### config.mk
export PLATFORM = sky130hd
export DESIGN_NAME = fsb_sqrt
export DESIGN_NICKNAME = d
export VERILOG_FILES = /design/src/hw/rtl/fsb_pkg.sv /design/src/hw/rtl/fsb_sqrt.sv
export SDC_FILE = /design/constraint.sdc
export NUM_CORES = 1
export LEC_CHECK = 0
export ABC_AREA = 0
export BUFFER_PORTS_ARGS = -buffer_cell sky130_fd_sc_hd__buf_2
export CAP_MARGIN = 10
export CELL_PAD_IN_SITES_DETAIL_PLACEMENT = 1
export CELL_PAD_IN_SITES_GLOBAL_PLACEMENT = 2
export CORE_ASPECT_RATIO = 0.6
export CORE_UTILIZATION = 41
export DETAILED_ROUTE_END_ITERATION = 8
export GPL_TIMING_DRIVEN = 0
export PLACE_DENSITY_LB_ADDON = 0.1
export SETUP_SLACK_MARGIN = 0.15
export SYNTH_ARGS = -nofsm -noshare
export SYNTH_HDL_FRONTEND = slang
export SYNTH_SLANG_ARGS = --single-unit
export TNS_END_PERCENT = 100
### constraint.sdc
create_clock -name clk -period 3.05 [get_ports clk]
set_input_delay 0.61 -clock clk [delete_from_list [all_inputs] [get_ports clk]]
set_output_delay 0.61 -clock clk [all_outputs]
set_load 0.02 [all_outputs]
### src/hw/rtl/fsb_pkg.sv
package fsb_pkg;

  // Register width and derived fixed-point widths
  localparam int RADIUS_W  = 14;
  localparam int SQ_W      = 2 * RADIUS_W;   // squared radius, 1/256 pixel^2
  localparam int ROOT_W    = RADIUS_W + 8;   // distance in 1/4096 pixel
  localparam int DEN_W     = RADIUS_W + 8;   // blend denominator
  localparam int RES_W     = 16;             // result channel width
  localparam int CFG_IDX_W = 2;

  // Register indexes
  localparam logic [CFG_IDX_W-1:0] REG_INNER   = 2'd0;
  localparam logic [CFG_IDX_W-1:0] REG_FEATHER = 2'd1;

  typedef logic [1:0] region_t;

  // Region codes
  localparam region_t REGION_PASS  = 2'd0;
  localparam region_t REGION_COPY  = 2'd1;
  localparam region_t REGION_BLEND = 2'd2;

endpackage

### src/hw/rtl/fsb_sqrt.sv
module fsb_sqrt import fsb_pkg::*; #(
  parameter int SW = 1
) (
  input  logic              clk,
  input  logic              rst,
  input  logic              en,
  input  logic              in_valid,
  input  logic [SQ_W-1:0]   rad,
  input  logic [SW-1:0]     side_in,
  output logic              out_valid,
  output logic [ROOT_W-1:0] root,
  output logic [SW-1:0]     side_out
);

  localparam int RAD_W = 2 * ROOT_W;
  localparam int FRAC  = RAD_W - SQ_W;
  localparam int REM_W = ROOT_W + 2;

  logic              vld   [ROOT_W];
  logic [RAD_W-1:0]  radp  [ROOT_W];
  logic [REM_W-1:0]  rem   [ROOT_W];
  logic [ROOT_W-1:0] rootp [ROOT_W];
  logic [SW-1:0]     side  [ROOT_W];

  // One root bit per stage, restoring method
  for (genvar k = 0; k < ROOT_W; k++) begin : g_st
    logic              vld_i;
    logic [RAD_W-1:0]  rad_i;
    logic [REM_W-1:0]  rem_i, remsh, trial;
    logic [ROOT_W-1:0] root_i;
    logic [SW-1:0]     side_i;
    logic              ge;

    if (k == 0) begin : g_first
      assign vld_i  = in_valid;
      assign rad_i  = {rad, {FRAC{1'b0}}};
      assign rem_i  = '0;
      assign root_i = '0;
      assign side_i = side_in;
    end else begin : g_rest
      assign vld_i  = vld[k-1];
      assign rad_i  = radp[k-1];
      assign rem_i  = rem[k-1];
      assign root_i = rootp[k-1];
      assign side_i = side[k-1];
    end

    always_comb begin
      remsh = {rem_i[REM_W-3:0], rad_i[RAD_W-1 -: 2]};
      trial = {root_i, 2'b01};
      ge    = (remsh >= trial);
    end

    always_ff @(posedge clk) begin
      if (rst) begin
        vld[k] <= 1'b0;
      end else if (en) begin
        vld[k] <= vld_i;
      end
    end

    always_ff @(posedge clk) begin
      if (en) begin
        radp[k]  <= rad_i << 2;
        rem[k]   <= ge ? (remsh - trial) : remsh;
        rootp[k] <= {root_i[ROOT_W-2:0], ge};
        side[k]  <= side_i;
      end
    end
  end

  assign out_valid = vld[ROOT_W-1];
  assign root      = rootp[ROOT_W-1];
  assign side_out  = side[ROOT_W-1];

endmodule

==> flow_summary.ini <==
[floorplanning]
die-area_mm2 = 0.110
start_util = 0.414
die_w_um = 427
design.core.area_mm2 = 0.107
io_pins = 57
fp-row-count = 93
die_h_um = 257

[synth]
synth_edf_count = 906
ys_warn_count = 0
yosysUniqueCellTypes = 93
synth_ff_type = edfxtp_1
syn_nets = 3856
async_reset_ff_frac = 0
ys_seq_area_frac = 0.613
syn_area_mm2 = 0.0444
synthTopCellsByArea = edfxtp_1, ha_1, xnor2_1, xor2_1, inv_1
synthCells = 3555
synth_most_common_cell = edfxtp_1
synth.avg_cell_area_um2 = 12.5
ys_seq_elements = 906
yosysTopAreaCellShare = 0.613
synth_top_cells_by_count = edfxtp_1, inv_1, nand2_1
yosys.area.top_type = edfxtp_1

[setup_path]
arrival_ns = 4.00
worst_ep_required_time_ns = 3.50
cp-start-kind = flip-flop
reg2reg_depth = 13
worstSetupPathType = flip-flop to flip-flop
critPathMaxFanout = 5
worst_setup_path_end_kind = flip-flop

[timing]
rsz0062_at_grt = true
fmax_mhz = 282
worst_pin_slew_ns = 0.926
setup_slack_ns = -0.502
final-setup-viol-count = 90
min_period_over_period = 1.16
skew_ns = 0.0340
hold_viol_final = 0
post-route-min-period_ns = 3.55
drv_slew = 0
maxSlewHeadroom = 0.377

[pwr]
p_comb_frac = 0.263
switching_share = 0.300
power.leakage_nw = 21.8
pwr-share-clk = 0.296
p_int_mw = 27.0
power_switching_mw = 11.6
peakVddDrop_uv = 441
p_per_area_mw_per_mm2 = 697
seqPwrFrac = 0.440

[min_path]
holdCritPathClass = input port to flip-flop
whs_path_depth = 1

[cts]
clk_path_buf_depth = 3
h-tree-depth = 3
clock_sinks = 906
clkLatencyLatePin_ns = 0.70
cts_made_buffers = 91
cts_tree = done
root_buffer = clkbuf_16
path_clk_slew_ns = 0.07

[layout]
drive_gt1_frac = 0.239
fillers = 10758
fin_nets = 4256
area_growth_pct = 24.8
stdcell_area_mm2 = 0.0554

[detailed_routing]
drc_errors = 0
post_drt_wl_per_cell_um = 20.1
vias = 28813
drt_iter0_drc = 1843
firstDrtPassIters = 5
wl_um = 109000
detail-route-antenna-nets = 0
via_per_inst = 5.28

[placement]
hpwl_um = 73100
dpl-instance-area_mm2 = 0.0468
portBuffers = 56
gp_congestion = 0.855
dp_worst_setup_slack_ns = -1.33

[global_route]
grt_pass1_vias = 29528
antenna_found_initial = 3
grt_usage = 0.194
grt_pass1_wl_um = 168000
grt_start_max_net_pins = 131
overflow = 0

[flow_run]
maxCapViolations = 0

[run_status]
violations = negative setup slack
status = finished, violations left
-- power groups by stage --
stage          Sequential (mW)  Clock [mW]  Combinational [mW]
2_1_floorplan             16.7           0                5.10
3_3_place_gp              17.4           0                6.83
3_5_place_dp              17.1           0                7.15
4_1_cts                   16.9        11.8                9.03
5_1_grt                   17.2        12.2                11.1
6_report                  17.0        11.4                10.2
-- critical path, cell delays in order, from the launching register on --
cell        delay (ns)
edfxtp_1          0.40
buf_4             0.17
fa_2              0.42
a21oi_4           0.17
o22ai_2           0.12
or4_4             0.45
nand4_1           0.17
nand3_2           0.19
a22o_4            0.29
nor4b_4           0.26
buf_12            0.18
buf_4             0.12
clkinvlp_4        0.07
mux2_2            0.28
-- flip-flops by register name, indices dropped and copies added (netlist names) --
| name | count |
|---|---|
| rootp | 253 |
| rem | 427 |
| side | 22 |
| vld | 22 |
| radp | 182 |
-- metrics by stage --
step                utilization  std cells  TNS, ns  power (mW)  hold slack [ns]
floorplan                     -       3555    -1.89        21.8            0.400
global placement          0.434       5036        -        24.3            0.400
detailed placement        0.436       5043  -170.49        24.3            0.405
CTS                       0.498       5376   -12.40        37.8           0.0128
global route              0.516       5458   -27.51        40.5           0.0328
finish                    0.516       5459   -15.14        38.6           0.0777
-- layout by cell type, fill, tap and decap left out, types with 17 or more instances in the layout --
cell,count
edfxtp_1,906
inv_1,314
ha_1,233
nand2_1,223
nor2_1,170
xnor2_1,159
buf_4,158
xor2_1,145
a21oi_1,142
clkbuf_16,118
o21ai_0,108
o21ai_2,98
a21o_1,94
nor3_1,78
nand2b_1,57
buf_2,57
buf_6,53
nand3_1,44
o21a_1,38
nand2_4,36
nor2b_1,35
nand2_2,33
or3_1,28
and2_1,28
nand4_1,27
clkbuf_1,24
nor4_1,23
clkinv_1,23
o21ai_1,21
buf_12,19
mux2_4,19
o21bai_1,18
ha_4,18
nand3_2,17
o31ai_1,17
-- final timing paths --
path,start,end,slack [ns]
worst max-delay path,rem[2][24]$_SDFFCE_PP0P_,rem[2][66]$_DFFE_PP_,-0.50
worst min-delay path,side_in,side[0][0]$_DFFE_PP_,0.08
worst max register to register,rem[2][24]$_SDFFCE_PP0P_,rem[2][66]$_DFFE_PP_,-0.50
worst min register to register,radp[0][148]$_DFFE_PP_,radp[0][192]$_DFFE_PP_,0.42
-- repair_timing --
item	4_1_cts	5_1_grt
pin swaps	176	153
gates resized for setup	584	294
setup buffers	146	79
gates cloned	16	3
setup endpoints to repair	345	349
hold buffers	0	0
-- per-layer routing --
layer / GRT usage / wire [um] / vias up
li1: - / - / 13800
met1: 0.317 / 58400 / 14482
met2: 0.264 / 44600 / 416
met3: 0.0372 / 4900 / 115
met4: 0.0365 / 1540 / 0
met5: 0 / 0 / -
-- logic make-up (layout without fill, tap and decap cells) --
| logic type | after synthesis | in the layout | share of synthesized area |
|---|---|---|---|
| AO/OA/AOI/OAI | 702 | 702 | 0.0988 |
| XOR/XNOR | 314 | 314 | 0.0619 |
| adder cells (fa/ha/maj) | 268 | 268 | 0.0767 |
| buffers and inverters | 379 | 857 | 0.0325 |
| flip-flops | 906 | 906 | 0.613 |
| multiplexers | 34 | 34 | 0.00862 |
| other | 1 | 2 | 0.0000845 |
| AND/OR/NAND/NOR | 951 | 951 | 0.109 |
-- final cells by class --
| class | count | area (um^2) | share of cell area |
|---|---|---|---|
| well taps | 1425 | 1780 | 0.0322 |
| clock buffers | 112 | 2400 | 0.0433 |
| clock inverters | 59 | 606 | 0.0109 |
| multi-input cells | 2270 | 18400 | 0.333 |
| repair buffers | 307 | 2990 | 0.0539 |
| flip-flops and latches | 906 | 27200 | 0.491 |
| diodes | 1 | 2.50 | 0.0000452 |
| plain buffers | 47 | 711 | 0.0128 |
| inverters | 332 | 1270 | 0.0230 |
No activity file was read; power rests on OpenSTA's default activity.
