### config.mk
export PLATFORM = sky130hd
export DESIGN_NAME = fsb_geom
export DESIGN_NICKNAME = d
export VERILOG_FILES = /design/src/hw/rtl/fsb_pkg.sv /design/src/hw/rtl/fsb_geom.sv
export SDC_FILE = /design/constraint.sdc
export NUM_CORES = 1
export LEC_CHECK = 0
export BUFFER_PORTS_ARGS = -buffer_cell sky130_fd_sc_hd__buf_2
export CELL_PAD_IN_SITES_DETAIL_PLACEMENT = 1
export CELL_PAD_IN_SITES_GLOBAL_PLACEMENT = 1
export CORE_ASPECT_RATIO = 1.1
export CORE_MARGIN = 5
export CORE_UTILIZATION = 50
export DETAILED_ROUTE_END_ITERATION = 6
export PLACE_DENSITY_LB_ADDON = 0.1
export SLEW_MARGIN = 20
export SYNTH_ARGS = -nofsm -noshare
export SYNTH_HDL_FRONTEND = slang
export SYNTH_SLANG_ARGS = --single-unit
export TNS_END_PERCENT = 100
### constraint.sdc
create_clock -name clk -period 7.5 [get_ports clk]
set_clock_uncertainty 0.15 [all_clocks]
set_input_delay 1.5 -clock clk [delete_from_list [all_inputs] [get_ports clk]]
set_output_delay 1.5 -clock clk [all_outputs]
set_load 0.05 [all_outputs]
### src/hw/rtl/fsb_pkg.sv
package fsb_pkg;

  // Register width and derived fixed-point widths
  localparam int RADIUS_W  = 14;
  localparam int SQ_W      = 2 * RADIUS_W;   // squared radius, 1/256 pixel^2
  localparam int ROOT_W    = RADIUS_W + 8;   // distance in 1/4096 pixel
  localparam int DEN_W     = RADIUS_W + 8;   // blend denominator
  localparam int RES_W     = 16;             // result channel width
  localparam int CFG_IDX_W = 2;

  // Register indexes
  localparam logic [CFG_IDX_W-1:0] REG_INNER   = 2'd0;
  localparam logic [CFG_IDX_W-1:0] REG_FEATHER = 2'd1;

  typedef logic [1:0] region_t;

  // Region codes
  localparam region_t REGION_PASS  = 2'd0;
  localparam region_t REGION_COPY  = 2'd1;
  localparam region_t REGION_BLEND = 2'd2;

endpackage

### src/hw/rtl/fsb_geom.sv
module fsb_geom import fsb_pkg::*; #(
  parameter int OW = 11,
  parameter int SW = 1
) (
  input  logic                clk,
  input  logic                rst,
  input  logic                en,
  input  logic                in_valid,
  input  logic [OW-1:0]       ox,
  input  logic [OW-1:0]       oy,
  input  logic [SW-1:0]       side_in,
  input  logic [RADIUS_W-1:0] feather,
  input  logic [SQ_W-1:0]     fsq,
  input  logic [SQ_W-1:0]     rsq,
  output logic                out_valid,
  output logic [SQ_W-1:0]     rad,
  output region_t             region,
  output logic [SW-1:0]       side_out
);

  localparam int PW  = OW + 4;
  localparam int DW  = (PW > RADIUS_W) ? PW : RADIUS_W;
  localparam int D2W = 2 * DW + 1;

  logic [DW-1:0]     posx, posy, fx, dx_next, dy_next;
  logic [DW-1:0]     dx, dy;
  logic [2*DW-1:0]   sqx, sqy;
  logic [D2W-1:0]    d2;
  logic              v1, v2;
  logic [SW-1:0]     s1, s2;
  region_t           region_next;

  // Take the absolute axis distances from the centre
  always_comb begin
    posx    = DW'({ox, 4'b0000});
    posy    = DW'({oy, 4'b0000});
    fx      = DW'(feather);
    dx_next = (posx >= fx) ? (posx - fx) : (fx - posx);
    dy_next = (posy >= fx) ? (posy - fx) : (fx - posy);
  end

  // Classify the squared distance against both radii
  always_comb begin
    d2 = D2W'(sqx) + D2W'(sqy);
    if (d2 >= D2W'(fsq)) begin
      region_next = REGION_PASS;
    end else if (d2 <= D2W'(rsq)) begin
      region_next = REGION_COPY;
    end else begin
      region_next = REGION_BLEND;
    end
  end

  // Advance valid bits
  always_ff @(posedge clk) begin
    if (rst) begin
      v1        <= 1'b0;
      v2        <= 1'b0;
      out_valid <= 1'b0;
    end else if (en) begin
      v1        <= in_valid;
      v2        <= v1;
      out_valid <= v2;
    end
  end

  // Advance payload
  always_ff @(posedge clk) begin
    if (en) begin
      dx       <= dx_next;
      dy       <= dy_next;
      s1       <= side_in;
      sqx      <= dx * dx;
      sqy      <= dy * dy;
      s2       <= s1;
      rad      <= d2[SQ_W-1:0];
      region   <= region_next;
      side_out <= s2;
    end
  end

endmodule

==> impl_metrics.prom <==
# TYPE chip_impl_metric gauge
chip_impl_metric{name="delay_contributed_by_the_slowest_stage_of_the_critical_path",unit="ps"} 730
chip_impl_metric{name="floorplan.initialDensity",unit="%"} 50.5
chip_impl_metric{name="ioPinCount",unit=""} 129
chip_impl_info{name="synth_top_cells_by_count",value="sky130_fd_sc_hd__inv_1, sky130_fd_sc_hd__ha_1, sky130_fd_sc_hd__fa_1"} 1
chip_impl_metric{name="vias",unit=""} 15500
chip_impl_metric{name="cp_max_fo",unit=""} 15
chip_impl_metric{name="coreArea",unit="um2"} 41300
chip_impl_info{name="worst_setup_ep_type",value="flop"} 1
chip_impl_metric{name="sinks_on_clock_net",unit=""} 121
chip_impl_metric{name="cts_setup_buffers",unit=""} 0
chip_impl_info{name="cp_common_cell",value="sky130_fd_sc_hd__fa_1"} 1
chip_impl_metric{name="globalRouteOverflowTotal",unit=""} 0
chip_impl_metric{name="syn_std_cell_area",unit="um2"} 20900
chip_impl_metric{name="synth_cells",unit=""} 2218
chip_impl_metric{name="timing.fmax",unit="MHz"} 144
chip_impl_metric{name="finalWorstPathRequiredPeriod",unit="ps"} 6930
chip_impl_metric{name="finalSetupTns",unit="ps"} 0
chip_impl_metric{name="max_slew.worst_pin.slew",unit="ps"} 1040
chip_impl_metric{name="antenna_found_initial",unit=""} 4
chip_impl_metric{name="grt_pass1_vias",unit=""} 17200
chip_impl_metric{name="worstSkewPairLatency",unit="ps"} 440
chip_impl_info{name="synth_top_area_cell",value="sky130_fd_sc_hd__fa_1"} 1
chip_impl_metric{name="final.period_utilization",unit="%"} 92.3
chip_impl_metric{name="via_per_inst",unit=""} 5.35
chip_impl_metric{name="area_growth",unit="%"} 8.15
chip_impl_info{name="yosys.cell_count.top_type",value="sky130_fd_sc_hd__inv_1"} 1
chip_impl_metric{name="number_of_buffer_and_inverter_instances_along_the_worst_setup_path",unit=""} 5
chip_impl_metric{name="cts_made_buffers",unit=""} 17
chip_impl_metric{name="fin_nets",unit=""} 3003
chip_impl_info{name="critPathSlowestCell",value="sky130_fd_sc_hd__edfxtp_1"} 1
chip_impl_metric{name="pin_count_of_the_biggest_net_entering_global_routing",unit=""} 74
chip_impl_metric{name="place_congestion",unit=""} 0.894
chip_impl_info{name="whs_endpoint",value="side_out$_DFFE_PP_"} 1
chip_impl_metric{name="grt_util_all_layers",unit="%"} 24.1
chip_impl_metric{name="synth_cell_type_count",unit=""} 70
chip_impl_metric{name="syn-mean-instance-area",unit="um2"} 9.41
chip_impl_metric{name="drtAntennaViolNets",unit=""} 0
chip_impl_info{name="grt_setup_unrepaired",value="no"} 1
chip_impl_metric{name="post_cts_clock_slew_at_the_launch_and_capture_registers_of_the_worst_setup_and_hold_paths",unit="ps"} 70
chip_impl_metric{name="synth-seq-area-share",unit="%"} 17.3
chip_impl_info{name="synth_flop_cell",value="sky130_fd_sc_hd__edfxtp_1"} 1
chip_impl_metric{name="dr.first_iter.drc_count",unit=""} 612
chip_impl_metric{name="setup_viol_count_final",unit=""} 0
chip_impl_info{name="master_cell_of_the_clock_root_buffer",value="sky130_fd_sc_hd__clkbuf_16"} 1
chip_impl_info{name="tritoncts",value="done"} 1
chip_impl_metric{name="post-synth-top-area-fraction",unit="%"} 26.1
chip_impl_metric{name="dr.pass1.iters",unit=""} 5
chip_impl_info{name="crit_path_start_kind",value="flop"} 1
chip_impl_metric{name="final-seq-area",unit="um2"} 3600
chip_impl_metric{name="cts_max_level",unit=""} 4
chip_impl_metric{name="arrival",unit="ps"} 6950
chip_impl_metric{name="max_cap_viol_count",unit=""} 0
chip_impl_metric{name="routed_wl",unit="mm"} 53.8
chip_impl_metric{name="fp-row-count",unit=""} 78
chip_impl_info{name="timing_worst_setup_path_type",value="flop to flop"} 1
chip_impl_info{name="holdCritPathClass",value="flop to flop"} 1
chip_impl_metric{name="syn-num-nets",unit=""} 2898
chip_impl_info{name="critical_path.cell_chain",value="inv_1 > nor2_1 > fa_1 > inv_1 > fa_1 > inv_1 > fa_1 > fa_1 > fa_1 > inv_1 > fa_1 > inv_1 > ha_1 > a21oi_1 > o21ai_0 > and3b_1 > o31ai_1 > a31oi_1 > a311oi_1 > a22oi_1 > xor2_1"} 1
chip_impl_info{name="yosys-top-cells-area",value="sky130_fd_sc_hd__fa_1, sky130_fd_sc_hd__ha_1, sky130_fd_sc_hd__edfxtp_1"} 1
chip_impl_metric{name="cts.hold.buffers_added",unit=""} 0
chip_impl_metric{name="seq_cells_post_synth",unit=""} 121
chip_impl_metric{name="report.final.slew_viol_count",unit=""} 0
chip_impl_metric{name="drt-wirelength-per-cell",unit="um"} 18.6
chip_impl_metric{name="numPortBuffers",unit=""} 127
chip_impl_metric{name="share_of_layout_cells_above_drive_strength_1",unit="%"} 7.79
chip_impl_metric{name="multi_input_combinational_cell_area",unit="um2"} 15100
chip_impl_metric{name="asyncSetResetFlopFracSynth",unit="%"} 0
chip_impl_metric{name="synth-edff-count",unit=""} 118
chip_impl_metric{name="cts-root-to-sink-buffers",unit=""} 2
chip_impl_metric{name="die_x",unit="um"} 205
chip_impl_info{name="run_status",value="finished clean"} 1
chip_impl_metric{name="max_slew_margin",unit="%"} 30.7
chip_impl_metric{name="timing.hold.worst_path_depth",unit=""} 0
chip_impl_metric{name="worst-r2r-cell-count",unit=""} 21
chip_impl_metric{name="die_height",unit="um"} 224
chip_impl_info{name="reg2reg_to",value="sqy[28]$_DFFE_PP_"} 1
chip_impl_metric{name="timing.reg2reg.setup_slack",unit="ps"} 570
chip_impl_metric{name="timing_hold_violations_final",unit=""} 0
chip_impl_metric{name="synth.yosys.warnings",unit=""} 0
chip_impl_metric{name="dp_wirelength",unit="mm"} 46.2
chip_impl_metric{name="fillers",unit=""} 4774
chip_impl_info{name="crit_family",value="adder cells"} 1
chip_impl_info{name="worstReg2RegStart",value="dy[3]$_DFFE_PP_"} 1
chip_impl_metric{name="required",unit="ps"} 7530
chip_impl_metric{name="drcViolationCount",unit=""} 0
chip_impl_metric{name="cts_resized",unit=""} 0
chip_impl_metric{name="die-area",unit="um2"} 45900
chip_impl_info{name="worstHoldStart",value="s2$_DFFE_PP_"} 1
chip_impl_metric{name="first_pass_grt_wire_length",unit="mm"} 88.4
[stage by stage]
step	instance area [um2]	worst slack [ps]	hold slack, ps	std cells	utilization [%]
after floorplan	20900	1210	250	2218	-
after global placement	22000	766	256	2864	53.4
after detailed placement	22000	605	264	2864	53.4
after CTS	22600	594	280	2895	54.6
after global routing	22600	164	285	2896	54.6
final	22600	575	281	2897	54.7
[logic make-up (layout without fill, tap and decap cells)]
family / after synthesis / after routing / share of synthesized area (%)
compound gates: 338 / 338 / 10.6
other cells: 1 / 3 / 0.0180
buf+inv: 569 / 686 / 10.4
flops: 121 / 121 / 17.3
mux: 24 / 24 / 1.18
simple gates: 472 / 472 / 11.2
fa+ha+maj: 583 / 583 / 44.8
xor+xnor: 110 / 110 / 4.62
[worst max path at each step]
| stage | cells after the start | end | from |
|---|---|---|---|
| finish | 21 | sqy[28]$_DFFE_PP_ | dy[3]$_DFFE_PP_ |
| global route | 21 | sqy[28]$_DFFE_PP_ | dy[3]$_DFFE_PP_ |
| CTS | 21 | sqy[28]$_DFFE_PP_ | dy[3]$_DFFE_PP_ |
| detailed placement | 21 | sqy[28]$_DFFE_PP_ | dy[3]$_DFFE_PP_ |
| global placement | 21 | sqy[27]$_DFFE_PP_ | dy[3]$_DFFE_PP_ |
| floorplan | 24 | sqx[29]$_DFFE_PP_ | dx[3]$_DFFE_PP_ |
[metal layers]
metal,GRT usage [%],share of wire (%),routed length [um],up-vias
li1,-,-,-,7356
met1,31.2,43,23400,7761
met2,42.3,50,26800,297
met3,3.29,4.1,2200,73
met4,6.96,2.7,1450,4
met5,0,0.039,21,-
[layout by cell type (no fill, tap or decap), types with 17 or more instances in the layout]
master / instances
sky130_fd_sc_hd__inv_1: 524
sky130_fd_sc_hd__ha_1: 311
sky130_fd_sc_hd__fa_1: 272
sky130_fd_sc_hd__nand2_1: 159
sky130_fd_sc_hd__buf_2: 126
sky130_fd_sc_hd__edfxtp_1: 118
sky130_fd_sc_hd__a21oi_1: 95
sky130_fd_sc_hd__and2_1: 90
sky130_fd_sc_hd__nor2_1: 80
sky130_fd_sc_hd__xnor2_1: 80
sky130_fd_sc_hd__o21ai_0: 64
sky130_fd_sc_hd__a21o_1: 59
sky130_fd_sc_hd__xor2_1: 30
sky130_fd_sc_hd__nand3_1: 25
sky130_fd_sc_hd__nor2b_1: 25
sky130_fd_sc_hd__nor3_1: 23
sky130_fd_sc_hd__mux2i_1: 20
sky130_fd_sc_hd__nand4_1: 17
sky130_fd_sc_hd__clkbuf_16: 17
[cell type report]
class	count	share of cell area [%]
tap	560	3.11
clock buffer	17	1.89
sequential	121	16.0
antenna	2	0.0222
clock inverter	14	0.438
timing repair buffer	131	2.96
inverter	524	8.72
multi-input combinational	1528	66.9
[state kept, by name (all words and copies together), names as in the netlist]
| register | flops |
|---|---|
| s1 | 1 |
| s2 | 1 |
| region | 2 |
| out_valid | 1 |
| dy | 14 |
| side_out | 1 |
| sqx | 29 |
| v2 | 1 |
| dx | 15 |
| sqy | 28 |
| rad | 27 |
| v1 | 1 |
Power is left out: the tool's default activity adds up to more than one toggle a clock period on the data nets, which glitch-free logic cannot reach.
